$ cat config.mk
export PLATFORM = sky130hd
export DESIGN_NAME = steer_encoder_frame_unwrap_core
export DESIGN_NICKNAME = d
export VERILOG_FILES = /design/src/rtl/seu_pkg.sv /design/src/rtl/seu_front.sv /design/src/rtl/seu_queue.sv /design/src/rtl/seu_back.sv /design/src/rtl/steer_encoder_frame_unwrap_core.sv
export SDC_FILE = /design/constraint.sdc
export NUM_CORES = 1
export LEC_CHECK = 0
export ABC_AREA = 0
export ABC_CLOCK_PERIOD_IN_PS = 6300
export BUFFER_PORTS_ARGS = -buffer_cell sky130_fd_sc_hd__buf_4
export CAP_MARGIN = 0
export CORE_ASPECT_RATIO = 2
export CORE_UTILIZATION = 45
export CTS_CLUSTER_DIAMETER = 30
export CTS_CLUSTER_SIZE = 25
export DETAILED_ROUTE_END_ITERATION = 10
export GPL_ROUTABILITY_DRIVEN = 0
export HOLD_SLACK_MARGIN = 0.02
export PLACE_DENSITY = 0.63
export RECOVER_POWER = 100
export SLEW_MARGIN = 5
export SYNTH_ARGS = -nofsm -noshare
export SYNTH_HDL_FRONTEND = slang
export SYNTH_SLANG_ARGS = --single-unit
$ cat constraint.sdc
create_clock -name clk -period 6.3 [get_ports clk]
set_input_delay 1.26 -clock clk [delete_from_list [all_inputs] [get_ports clk]]
set_output_delay 1.26 -clock clk [all_outputs]
set_load 0.01 [all_outputs]
$ cat src/rtl/seu_pkg.sv
package seu_pkg;

  localparam int CHANNELS_DEF = 4;
  localparam int QUEUE_DEPTH  = 2;

  localparam int BYTE_W    = 8;
  localparam int READING_W = 16;
  localparam int TURN_W    = 8;
  localparam int POS_W     = 21;
  localparam int ANGLE_W   = 25;
  localparam int CHAN_W    = 2;
  localparam int TURN_SHIFT  = 12;  // one turn is 4096 counts
  localparam int ANGLE_SHIFT = 4;   // angle = position * 15 = (position << 4) - position

  localparam int CFG_IDX_W  = 2;
  localparam int CFG_DATA_W = 16;

  localparam logic [CFG_IDX_W-1:0] CFG_HEADER    = 2'd0;
  localparam logic [CFG_IDX_W-1:0] CFG_WRAP_HIGH = 2'd1;
  localparam logic [CFG_IDX_W-1:0] CFG_WRAP_LOW  = 2'd2;

  localparam logic [BYTE_W-1:0]    HEADER_RESET    = 8'h73;
  localparam logic [READING_W-1:0] WRAP_HIGH_RESET = 16'd3000;
  localparam logic [READING_W-1:0] WRAP_LOW_RESET  = 16'd1000;

  typedef struct packed {
    logic full;
    logic empty;
  } q_status_t;

endpackage

$ cat src/rtl/seu_front.sv
module seu_front #(
  parameter int CHANNELS = seu_pkg::CHANNELS_DEF
) (
  input  logic                                      clk,
  input  logic                                      rst_n,
  input  logic                                      in_valid,
  input  logic [seu_pkg::BYTE_W-1:0]                in_rx_byte,
  output logic                                      in_stall,
  input  logic [seu_pkg::BYTE_W-1:0]                header_byte,
  input  seu_pkg::q_status_t                        q_status,
  output logic                                      push,
  output logic [CHANNELS-1:0][seu_pkg::READING_W-1:0] push_data
);

  localparam int DATA_BYTES = 2 * CHANNELS;
  localparam int PH_W       = $clog2(DATA_BYTES + 2);
  localparam int CH_W       = (CHANNELS > 1) ? $clog2(CHANNELS) : 1;
  localparam logic [PH_W-1:0] PH_HUNT = '0;
  localparam logic [PH_W-1:0] PH_CSUM = PH_W'(DATA_BYTES + 1);

  logic [PH_W-1:0]                 phase_r, phase_nxt;
  logic [seu_pkg::BYTE_W-1:0]      csum_r, csum_nxt;
  logic [seu_pkg::READING_W-1:0]   readings_r [CHANNELS];
  logic [PH_W-1:0]                 k;
  logic [CH_W-1:0]                 ch;
  logic                            accept;

  // Only the checksum word can produce a frame, so only it waits on a full queue.
  assign in_stall = q_status.full && (phase_r == PH_CSUM);
  assign accept   = in_valid && !in_stall;
  assign k        = phase_r - PH_W'(1);
  assign ch       = k[CH_W:1];

  always_comb begin
    phase_nxt = phase_r;
    csum_nxt  = csum_r;
    push      = 1'b0;
    if (accept) begin
      if (phase_r == PH_HUNT) begin
        if (in_rx_byte == header_byte) begin
          phase_nxt = PH_W'(1);
          csum_nxt  = '0;
        end
      end else if (phase_r == PH_CSUM) begin
        phase_nxt = PH_HUNT;
        push      = (in_rx_byte == csum_r);
      end else begin
        csum_nxt  = csum_r ^ in_rx_byte;
        phase_nxt = phase_r + PH_W'(1);
      end
    end
  end

  always_ff @(posedge clk) begin
    if (!rst_n) begin
      phase_r <= PH_HUNT;
      csum_r  <= '0;
    end else begin
      phase_r <= phase_nxt;
      csum_r  <= csum_nxt;
    end
  end

  always_ff @(posedge clk) begin
    if (accept && phase_r != PH_HUNT && phase_r != PH_CSUM) begin
      if (!k[0]) begin
        readings_r[ch][15:8] <= in_rx_byte;
      end else begin
        readings_r[ch][7:0] <= in_rx_byte;
      end
    end
  end

  always_comb begin
    for (int i = 0; i < CHANNELS; i++) begin
      push_data[i] = readings_r[i];
    end
  end

  a_phase_range: assert property (@(posedge clk) disable iff (!rst_n)
    phase_r <= PH_CSUM)
    else $error("frame phase beyond the checksum word");

endmodule

$ cat src/rtl/seu_queue.sv
module seu_queue #(
  parameter int WIDTH = 64,
  parameter int DEPTH = seu_pkg::QUEUE_DEPTH
) (
  input  logic               clk,
  input  logic               rst_n,
  input  logic               push,
  input  logic [WIDTH-1:0]   push_data,
  input  logic               pop,
  output logic [WIDTH-1:0]   head_data,
  output seu_pkg::q_status_t status
);

  localparam int PTR_W = (DEPTH > 1) ? $clog2(DEPTH) : 1;
  localparam int CNT_W = $clog2(DEPTH + 1);

  logic [WIDTH-1:0] mem_r [DEPTH];
  logic [PTR_W-1:0] wr_ptr_r, wr_ptr_nxt;
  logic [PTR_W-1:0] rd_ptr_r, rd_ptr_nxt;
  logic [CNT_W-1:0] count_r, count_nxt;

  assign status.full  = (count_r == CNT_W'(DEPTH));
  assign status.empty = (count_r == '0);
  assign head_data    = mem_r[rd_ptr_r];

  always_comb begin
    wr_ptr_nxt = wr_ptr_r;
    rd_ptr_nxt = rd_ptr_r;
    count_nxt  = count_r;
    if (push) begin
      wr_ptr_nxt = (wr_ptr_r == PTR_W'(DEPTH - 1)) ? '0 : wr_ptr_r + PTR_W'(1);
    end
    if (pop) begin
      rd_ptr_nxt = (rd_ptr_r == PTR_W'(DEPTH - 1)) ? '0 : rd_ptr_r + PTR_W'(1);
    end
    if (push && !pop) begin
      count_nxt = count_r + CNT_W'(1);
    end else if (pop && !push) begin
      count_nxt = count_r - CNT_W'(1);
    end
  end

  always_ff @(posedge clk) begin
    if (!rst_n) begin
      wr_ptr_r <= '0;
      rd_ptr_r <= '0;
      count_r  <= '0;
    end else begin
      wr_ptr_r <= wr_ptr_nxt;
      rd_ptr_r <= rd_ptr_nxt;
      count_r  <= count_nxt;
    end
  end

  always_ff @(posedge clk) begin
    if (push) begin
      mem_r[wr_ptr_r] <= push_data;
    end
  end

  a_no_overflow: assert property (@(posedge clk) disable iff (!rst_n)
    push |-> !status.full)
    else $error("frame queue written while full");

  a_no_underflow: assert property (@(posedge clk) disable iff (!rst_n)
    pop |-> !status.empty)
    else $error("frame queue read while empty");

endmodule

$ cat src/rtl/seu_back.sv
module seu_back #(
  parameter int CHANNELS = seu_pkg::CHANNELS_DEF
) (
  input  logic                                        clk,
  input  logic                                        rst_n,
  input  seu_pkg::q_status_t                          q_status,
  input  logic [CHANNELS-1:0][seu_pkg::READING_W-1:0] head_data,
  output logic                                        pop,
  input  logic [seu_pkg::READING_W-1:0]               wrap_high,
  input  logic [seu_pkg::READING_W-1:0]               wrap_low,
  output logic                                        out_valid,
  input  logic                                        out_stall,
  output logic [seu_pkg::CHAN_W-1:0]                  out_channel,
  output logic [seu_pkg::READING_W-1:0]               out_raw_reading,
  output logic signed [seu_pkg::TURN_W-1:0]           out_turn_count,
  output logic signed [seu_pkg::POS_W-1:0]            out_position,
  output logic signed [seu_pkg::ANGLE_W-1:0]          out_angle_q9,
  output logic                                        out_last
);

  localparam int CH_W = (CHANNELS > 1) ? $clog2(CHANNELS) : 1;
  localparam int RW   = seu_pkg::READING_W;
  localparam int TW   = seu_pkg::TURN_W;
  localparam int PW   = seu_pkg::POS_W;
  localparam int AW   = seu_pkg::ANGLE_W;

  logic [CH_W-1:0] ch_r;
  logic [RW-1:0]   prev_r  [CHANNELS];
  logic [TW-1:0]   turns_r [CHANNELS];

  logic                   out_valid_r, out_valid_nxt;
  logic [seu_pkg::CHAN_W-1:0] out_channel_r;
  logic [RW-1:0]          out_raw_r;
  logic [TW-1:0]          out_turn_r;
  logic [PW-1:0]          out_pos_r;
  logic                   out_last_r;

  logic          advance, last_ch, inc, dec;
  logic [RW-1:0] r, p;
  logic [TW-1:0] t, t_nxt;
  logic [PW-1:0] pos_nxt;
  logic [AW-1:0] pos_ext;

  assign advance = !q_status.empty && (!out_valid_r || !out_stall);
  assign last_ch = (ch_r == CH_W'(CHANNELS - 1));
  assign pop     = advance && last_ch;

  assign r   = head_data[ch_r];
  assign p   = prev_r[ch_r];
  assign t   = turns_r[ch_r];
  assign inc = (p > wrap_high) && (r < wrap_low);
  assign dec = (p < wrap_low) && (r > wrap_high);

  // When the thresholds overlap, both crossings may fire and cancel out.
  always_comb begin
    t_nxt = t;
    if (inc && !dec) begin
      t_nxt = t + TW'(1);
    end else if (dec && !inc) begin
      t_nxt = t - TW'(1);
    end
  end

  assign pos_nxt = {t_nxt[TW-1], t_nxt, {seu_pkg::TURN_SHIFT{1'b0}}} + PW'(r);

  always_comb begin
    out_valid_nxt = out_valid_r && out_stall;
    if (advance) begin
      out_valid_nxt = 1'b1;
    end
  end

  always_ff @(posedge clk) begin
    if (!rst_n) begin
      ch_r        <= '0;
      out_valid_r <= 1'b0;
      for (int i = 0; i < CHANNELS; i++) begin
        prev_r[i]  <= '0;
        turns_r[i] <= '0;
      end
    end else begin
      out_valid_r <= out_valid_nxt;
      if (advance) begin
        ch_r          <= last_ch ? '0 : ch_r + CH_W'(1);
        prev_r[ch_r]  <= r;
        turns_r[ch_r] <= t_nxt;
      end
    end
  end

  always_ff @(posedge clk) begin
    if (advance) begin
      out_channel_r <= seu_pkg::CHAN_W'(ch_r);
      out_raw_r     <= r;
      out_turn_r    <= t_nxt;
      out_pos_r     <= pos_nxt;
      out_last_r    <= last_ch;
    end
  end

  assign pos_ext         = {{(AW - PW){out_pos_r[PW-1]}}, out_pos_r};
  assign out_angle_q9    = (pos_ext << seu_pkg::ANGLE_SHIFT) - pos_ext;
  assign out_valid       = out_valid_r;
  assign out_channel     = out_channel_r;
  assign out_raw_reading = out_raw_r;
  assign out_turn_count  = out_turn_r;
  assign out_position    = out_pos_r;
  assign out_last        = out_last_r;

  a_last_channel: assert property (@(posedge clk) disable iff (!rst_n)
    (out_valid_r && out_last_r) |-> (out_channel_r == seu_pkg::CHAN_W'(CHANNELS - 1)))
    else $error("last word of a frame carries the wrong channel");

endmodule

$ cat src/rtl/steer_encoder_frame_unwrap_core.sv
// Channel  Direction  Handshake           Payload
// in       input      in_valid/in_stall   in_rx_byte
// out      output     out_valid/out_stall out_channel, out_raw_reading, out_turn_count,
//                                         out_position, out_angle_q9, out_last
// cfg      input      cfg_wr_en           cfg_index, cfg_wdata
//
// The front takes one byte every cycle; it stalls only on a checksum byte while the
// frame queue already holds QDEPTH frames.
// The back emits one result word per cycle from the queue head, CHANNELS words per frame,
// and holds its output register while out_stall is high, so a full queue then stalls the front.
// Without output stalls a frame of 2*CHANNELS+2 bytes therefore flows through at full rate.
// Reset is synchronous: hunting for a header, turn counters and previous readings at zero,
// configuration registers at their reset values.
module steer_encoder_frame_unwrap_core #(
  parameter int CHANNELS = seu_pkg::CHANNELS_DEF,
  parameter int QDEPTH   = seu_pkg::QUEUE_DEPTH
) (
  input  logic                                clk,
  input  logic                                rst_n,
  input  logic                                in_valid,
  input  logic [seu_pkg::BYTE_W-1:0]          in_rx_byte,
  output logic                                in_stall,
  output logic                                out_valid,
  input  logic                                out_stall,
  output logic [seu_pkg::CHAN_W-1:0]          out_channel,
  output logic [seu_pkg::READING_W-1:0]       out_raw_reading,
  output logic signed [seu_pkg::TURN_W-1:0]   out_turn_count,
  output logic signed [seu_pkg::POS_W-1:0]    out_position,
  output logic signed [seu_pkg::ANGLE_W-1:0]  out_angle_q9,
  output logic                                out_last,
  input  logic                                cfg_wr_en,
  input  logic [seu_pkg::CFG_IDX_W-1:0]       cfg_index,
  input  logic [seu_pkg::CFG_DATA_W-1:0]      cfg_wdata
);

  localparam int RW = seu_pkg::READING_W;

  logic [seu_pkg::BYTE_W-1:0] header_r;
  logic [RW-1:0]              wrap_high_r;
  logic [RW-1:0]              wrap_low_r;

  seu_pkg::q_status_t           q_status;
  logic                         push, pop;
  logic [CHANNELS-1:0][RW-1:0]  push_data;
  logic [CHANNELS-1:0][RW-1:0]  head_data;

  always_ff @(posedge clk) begin
    if (!rst_n) begin
      header_r    <= seu_pkg::HEADER_RESET;
      wrap_high_r <= seu_pkg::WRAP_HIGH_RESET;
      wrap_low_r  <= seu_pkg::WRAP_LOW_RESET;
    end else if (cfg_wr_en) begin
      case (cfg_index)
        seu_pkg::CFG_HEADER:    header_r    <= cfg_wdata[seu_pkg::BYTE_W-1:0];
        seu_pkg::CFG_WRAP_HIGH: wrap_high_r <= cfg_wdata[RW-1:0];
        seu_pkg::CFG_WRAP_LOW:  wrap_low_r  <= cfg_wdata[RW-1:0];
        default: ;
      endcase
    end
  end

  seu_front #(.CHANNELS(CHANNELS)) u_front (
    .clk         (clk),
    .rst_n       (rst_n),
    .in_valid    (in_valid),
    .in_rx_byte  (in_rx_byte),
    .in_stall    (in_stall),
    .header_byte (header_r),
    .q_status    (q_status),
    .push        (push),
    .push_data   (push_data)
  );

  seu_queue #(.WIDTH(CHANNELS * RW), .DEPTH(QDEPTH)) u_queue (
    .clk       (clk),
    .rst_n     (rst_n),
    .push      (push),
    .push_data (push_data),
    .pop       (pop),
    .head_data (head_data),
    .status    (q_status)
  );

  seu_back #(.CHANNELS(CHANNELS)) u_back (
    .clk             (clk),
    .rst_n           (rst_n),
    .q_status        (q_status),
    .head_data       (head_data),
    .pop             (pop),
    .wrap_high       (wrap_high_r),
    .wrap_low        (wrap_low_r),
    .out_valid       (out_valid),
    .out_stall       (out_stall),
    .out_channel     (out_channel),
    .out_raw_reading (out_raw_reading),
    .out_turn_count  (out_turn_count),
    .out_position    (out_position),
    .out_angle_q9    (out_angle_q9),
    .out_last        (out_last)
  );

endmodule

# After elaboration in Yosys (flattened, before gate mapping)
# Memories as Yosys holds them, arrays and structs flattened. A register that Yosys moved wholly into a read port is not among the register bits.
# Index checks and enable logic that the tools add are counted.
op_classes:
  n_bitwise: 1
  n_addsub: 11
  n_lt_le_gt_ge: 5
  muxes: 43
  n_eq_ne: 10
  reduce_logical: 34
ops:
  columns: ["operator", "n"]
  rows:
  - ["two-way mux 8 bit", 6]
  - ["binary-select mux 16 bit (select 2 bit)", 1]
  - ["> comparator 16 bit", 2]
  - ["less-than comparator 16 bit", 2]
  - ["two-way mux 16 bit", 2]
  - ["subtractor 25 bit", 1]
  - ["two-way mux 1 bit", 22]
  - ["adder 20 x 17 -> 21 bit", 1]
  - ["two-way mux 2 bit", 9]
  - ["== test 8 bit", 2]
  - ["OR reduction 16 bit", 1]
  - ["logical AND 1 bit", 13]
  - ["two-way mux 4 bit", 3]
  - ["adder 8 x 1 -> 8 bit (second input constant)", 1]
  - ["logical NOT 1 bit", 8]
  - ["AND reduction 2 bit", 4]
  - ["OR reduction 8 bit", 1]
  - ["subtractor 8 x 1 -> 8 bit (second input constant)", 1]
  - ["XOR 8 bit", 1]
  - ["== test 2 bit (second input constant)", 3]
  - ["adder 2 x 1 -> 2 bit (second input constant)", 2]
  - ["adder 4 x 1 -> 4 bit (second input constant)", 1]
  - ["== test 4 bit (second input constant)", 1]
  - ["logical NOT 2 bit", 2]
  - ["12 further kinds", 14]
word_totals:
  regBits: 107
  memories: 4
  word_cells: 123
  input_bits: 31
  mem_bits_rw: 288
mem_list:
  columns: ["memory", "words", "word_bits", "read_ports", "rd_clocked_by_memory_dff", "wr", "line", "text"]
  rows:
  - ["u_queue.mem_r", 2, 64, 1, 1, 1, "seu_queue.sv:17", "logic [WIDTH-1:0] mem_r [DEPTH];"]
  - ["u_back.prev_r", 4, 16, 1, 1, 4, "seu_back.sv:28", "logic [RW-1:0] prev_r [CHANNELS];"]
  - ["u_front.readings_r", 4, 16, 4, 0, 1, "seu_front.sv:23", "logic [seu_pkg::READING_W-1:0] readings_r [CHANNELS];"]
  - ["u_back.turns_r", 4, 8, 1, 1, 4, "seu_back.sv:29", "logic [TW-1:0] turns_r [CHANNELS];"]

# Logic depth before layout (Yosys ltp)
logic_depth:
  ltp_word: 9
  mapped_depth: 25
  ltp_nobuf: 21

# Modules after synthesis
# From an unflattened synthesis, not the netlist that was laid out.
hier_totals:
  hier_cells: 1307
  hier_area_um2: 18351.4
modules_own_cells:
  columns: ["mod", "area_per_inst_um2", "cells_per_inst", "seq_area_each_um2", "instances"]
  rows:
  - ["seu_back", 8993.6, 754, 4063.9, 1]
  - ["seu_queue", 4858.4, 221, 3943.8, 1]
  - ["seu_front", 2882.8, 172, 2162.1, 1]
  - ["steer_encoder_frame_unwrap_core", 1616.6, 160, 800.8, 1]

# Worst setup path before layout
# Ideal clock, no wire load.
synth_path:
  path_kind: "input port to flip-flop"
  startpoint: "input in_rx_byte[4] (netlist bit)"
  endpoint: "memory u_queue.mem_r[0][0], enable pin"
  path_stages: 5
  path_buffers: 0
  path_slack_ns: 0.716
  t_required_ns: 5.805
  setup_time_ns: 0.495
  arrival_ns: 5.089
  path_cell_list: "xor2_1 nor4_1 nand2_1 nor4_1 nor2b_1"
synth_via:
  elab_chain_cells: 6
synth_lines:
  columns: ["element", "line", "text"]
  rows:
  - ["from (decl)", "steer_encoder_frame_unwrap_core.sv:21", "input logic [seu_pkg::BYTE_W-1:0] in_rx_byte,"]
  - ["== test 8 bit", "seu_front.sv:46", "push = (in_rx_byte == csum_r);"]
  - ["two-way mux 1 bit", "seu_front.sv:44", "end else if (phase_r == PH_CSUM) begin"]
  - ["two-way mux 1 bit", "seu_front.sv:39", "if (phase_r == PH_HUNT) begin"]
  - ["two-way mux 1 bit", "seu_front.sv:38", "if (accept) begin"]
  - ["via push", "steer_encoder_frame_unwrap_core.sv:43", "logic push, pop;"]
  - ["two-way mux 1 bit", "seu_queue.sv:56", "if (push) begin"]
  - ["two-way mux 1 bit (implied by the code)", "seu_queue.sv:57", "mem_r[wr_ptr_r] <= push_data;"]
  - ["to (decl)", "seu_queue.sv:17", null]
# The timed path passes the listed nets, and every way through them passes these cells.

==> impl_metrics.py <==
metrics = {
    "status": {
        "status": "complete, but fails checks",
        "violations": "capacitance limit, slew limit",
    },
    "setup_path": {
        "crit_arrival_ns": 6.07,
        "worst-setup-path-type": "input pin to flop",
        "start_kind": "input pin",
        "critPathRequiredTime_ns": 6.51,
        "crit_family": "buffers and inverters",
        "slowest_delay_ns": 1.85,
        "path_buf_inv": 5,
        "crit_chain": "clkbuf_1, a21oi_1, clkbuf_1, nand2_1, clkbuf_1, nor2_1, nand2_1, clkbuf_1, nand2_1, buf_4",
        "endpoint_kind": "flop",
        "critPathMostFrequentCell": "clkbuf_1",
        "slowest_stage": "clkbuf_1",
        "cp_max_fo": 41,
    },
    "floorplanning": {
        "num_io_pins": 106,
        "fp.dieH_um": 284,
        "start_util": 0.459,
        "die_area_mm2": 0.0405,
        "num_rows": 102,
        "coreArea_mm2": 0.0389,
        "fp.dieW_um": 143,
    },
    "routing": {
        "detail_route.wl_per_cell_um": 21.3,
        "vias": 10903,
        "wl_mm": 42.4,
        "drc": 0,
        "first_iter_violations": 618,
        "drt_first_pass_iters": 5,
        "ant_nets": 0,
        "via_per_inst": 5.47,
    },
    "synthesis": {
        "synth_cells": 1334,
        "synth-compound-area-share": 0.0691,
        "syn-cell-area_mm2": 0.0179,
        "synth_top_family_by_area": "simple AND/OR/NAND/NOR gates",
        "ys_ff_latch": 386,
        "ys_warn_count": 0,
        "synth_edf_count": 324,
        "syn_avg_cell_area_um2": 13.4,
        "synth-simple-area-share": 0.101,
        "synth_mux_area_frac": 0.0832,
        "postSynthNetCount": 1460,
        "synth-adder-area-share": 0.0681,
        "ys_seq_area_frac": 0.614,
        "synth_cell_types": 68,
        "synth_xor_xnor_area_share": 0.0269,
        "async_reset_ff_frac": 0,
        "ys.flop_type": "edfxtp_1",
    },
    "layout": {
        "final_core_util": 0.516,
        "drive_gt1_frac": 0.110,
        "syn_to_final_growth_pct": 12.5,
        "layout.cells.non_filler": 1994,
        "layout.nets": 1568,
        "antennaDiodeCount": 0,
        "fillers": 3419,
    },
    "run": {
        "maxCapViolCount": 7,
    },
    "cts": {
        "clk_pin_slew_ns": 0.08,
        "htreeDepth": 2,
        "postCtsSetupRepairBufs": 0,
        "cts_tree": "done",
        "cts.sinks": 386,
        "clock_latency_ns": 0.55,
        "root_buffer": "clkbuf_16",
        "postCtsResizedCells": 0,
        "cts_hold_buf": 0,
        "cts_buffer_depth": 3,
        "numCtsBuffers": 40,
    },
    "global_routing": {
        "grt_pass1_vias": 11249,
        "grt_pass1_wl_mm": 63.9,
        "track_usage": 0.214,
        "grt_max_degree": 66,
        "grt_overflow_total": 0,
        "antenna_found_initial": 0,
    },
    "timing": {
        "maxSlewHeadroom": -0.866,
        "setup_ws_ns": 0.431,
        "fin_crit_sh": 0.932,
        "clock.fmax_mhz": 170,
        "final.min_clock_period_ns": 5.87,
        "clock_skew_ns": 0.0132,
        "setup_viol": 0,
        "grt_setup_unrepaired": "no",
        "slew_viol_final": 278,
        "setup-tns-final_ns": 0,
        "worstMarginPinSlew_ns": 2.80,
        "whs_ns": 0.439,
        "hold_viol": 0,
    },
    "placement": {
        "preCtsSetupSlack_ns": 0.625,
        "dp.cells": 1920,
        "io_buffers": 105,
        "dp_hpwl_mm": 31.5,
    },
    "power": {
        "ir_worst_vdd_mv": 0.210,
        "power.density_mw_per_mm2": 268,
        "p_leak_uw": 0.00722,
    },
    "min_path": {
        "hold_path.class": "flop to flop",
    },
}
==> final timing paths <==
kind                                       start                                 end  slack, ns  depth (start not counted)
max                                    out_stall  u_back.turns_r[1][5]$_SDFFCE_PN0P_       0.43                         10
min reg2reg  u_front.readings_r[3][15]$_DFFE_PP_      u_queue.mem_r[1][63]$_DFFE_PP_       0.44                          0
min          u_front.readings_r[3][15]$_DFFE_PP_      u_queue.mem_r[1][63]$_DFFE_PP_       0.44                          0
max reg2reg                                 flop   u_back.out_position[19]$_DFFE_PP_       0.53                         22
==> through the flow <==
stage | area [um2] | power (uW)
6_report | 20100 | 5390
5_1_grt | 20100 | 5550
4_1_cts | 20500 | 5440
3_5_place_dp | 19200 | 3060
3_3_place_gp | 19200 | 3060
2_1_floorplan | 17900 | 2970
==> layer usage <==
metal,global-route usage,share of wire,vias to the layer above
met5,0,0,-
met4,0.122,0.055,0
met3,0.0253,0.031,116
met2,0.426,0.58,265
met1,0.202,0.34,5378
li1,-,-,5144
==> power by group <==
part	switching (uW)	internal, uW
registers	13.1	2780
clock network	1060	1330
logic	135	71.6
total	1200	4190
==> worst register-to-register path, cell delays in order (launching register included) <==
cell and delay (ns):
dfxtp_1 0.33, buf_4 0.30, mux4_2 0.57, mux2i_1 0.26, inv_1 0.23, ha_1 0.36, nand4_1 0.16, nor4_1 0.41
o2111ai_1 0.20, o21ai_1 0.18, or3_1 0.46, maj3_1 0.28, nor2_1 0.04, a21oi_1 0.36, inv_1 0.16, ha_1 0.30
a21o_1 0.15, a21oi_1 0.21, inv_1 0.06, a21oi_1 0.20, a311oi_1 0.08, nand4_1 0.13, xnor2_1 0.07
==> cell usage in the layout, fill, tap and decap left out, types with 25 or more instances in the layout <==
master,instances
inv_1,90
ha_1,94
mux4_2,50
nor2_1,117
a21boi_0,25
o21ai_0,40
buf_4,28
clkbuf_1,102
clkbuf_16,41
xnor2_1,38
nand2_1,112
a21oi_1,41
mux2i_1,36
dfxtp_1,61
edfxtp_1,324
==> cells by family (layout without fill, tap and decap cells) <==
kind of cell,after synthesis,count (layout)
AOI/OAI and AO/OA,186,186
and+or+nand+nor,369,369
adders and majority gates,97,97
DFF,386,386
buffers and inverters,156,296
muxes,86,86
xor gates and xnor gates,54,54
==> sequential cells by signal, indices dropped and copies added (netlist names), 4 cells and up, named ones only <==
signal and flops:
wrap_high_r 16, u_front.phase_r 4, u_back.prev_r 64, u_front.csum_r 8
u_back.out_position 21, u_back.turns_r 32, header_r 8, u_back.out_raw_reading 4
u_queue.mem_r 128, wrap_low_r 16, u_front.readings_r 64, u_back.out_turn_count 8
==> synthesized netlist by cell type, drive strengths merged (2+ instances only) <==
cell / count / share of area
a211oi: 7 / 0.0029
a21boi: 25 / 0.011
a21o: 22 / 0.0092
a21oi: 41 / 0.011
a221oi: 2 / 0.00098
a311o: 2 / 0.0011
a31o: 3 / 0.0015
a31oi: 3 / 0.0011
a32o: 2 / 0.0011
and2: 20 / 0.0070
and3: 19 / 0.0067
and3b: 3 / 0.0015
and4: 5 / 0.0025
buf: 26 / 0.010
clkbuf: 38 / 0.0082
dfxtp: 62 / 0.069
edfxtp: 324 / 0.54
ha: 94 / 0.066
inv: 92 / 0.019
maj3: 2 / 0.0011
mux2i: 36 / 0.020
mux4: 50 / 0.063
nand2: 112 / 0.024
nand3: 22 / 0.0062
nand3b: 3 / 0.0013
nand4: 16 / 0.0056
nor2: 117 / 0.025
nor2b: 9 / 0.0032
nor3: 11 / 0.0031
nor3b: 2 / 0.00084
nor4: 11 / 0.0055
nor4b: 11 / 0.0057
o2111ai: 2 / 0.00098
o211ai: 21 / 0.0094
o21a: 3 / 0.0013
o21ai: 41 / 0.011
or3: 3 / 0.0011
or4: 2 / 0.0013
xnor2: 38 / 0.019
xor2: 16 / 0.0078
==> cell type report <==
type | instances | area [um2] | area share
inverter | 92 | 348 | 0.0173
tap | 520 | 651 | 0.0324
sequential | 386 | 11000 | 0.546
timing repair buffer | 130 | 597 | 0.0297
clock inverter | 29 | 302 | 0.0150
multi-input combinational | 792 | 6180 | 0.308
clock buffer | 45 | 1050 | 0.0523
Power figures use the tool's default switching activity.
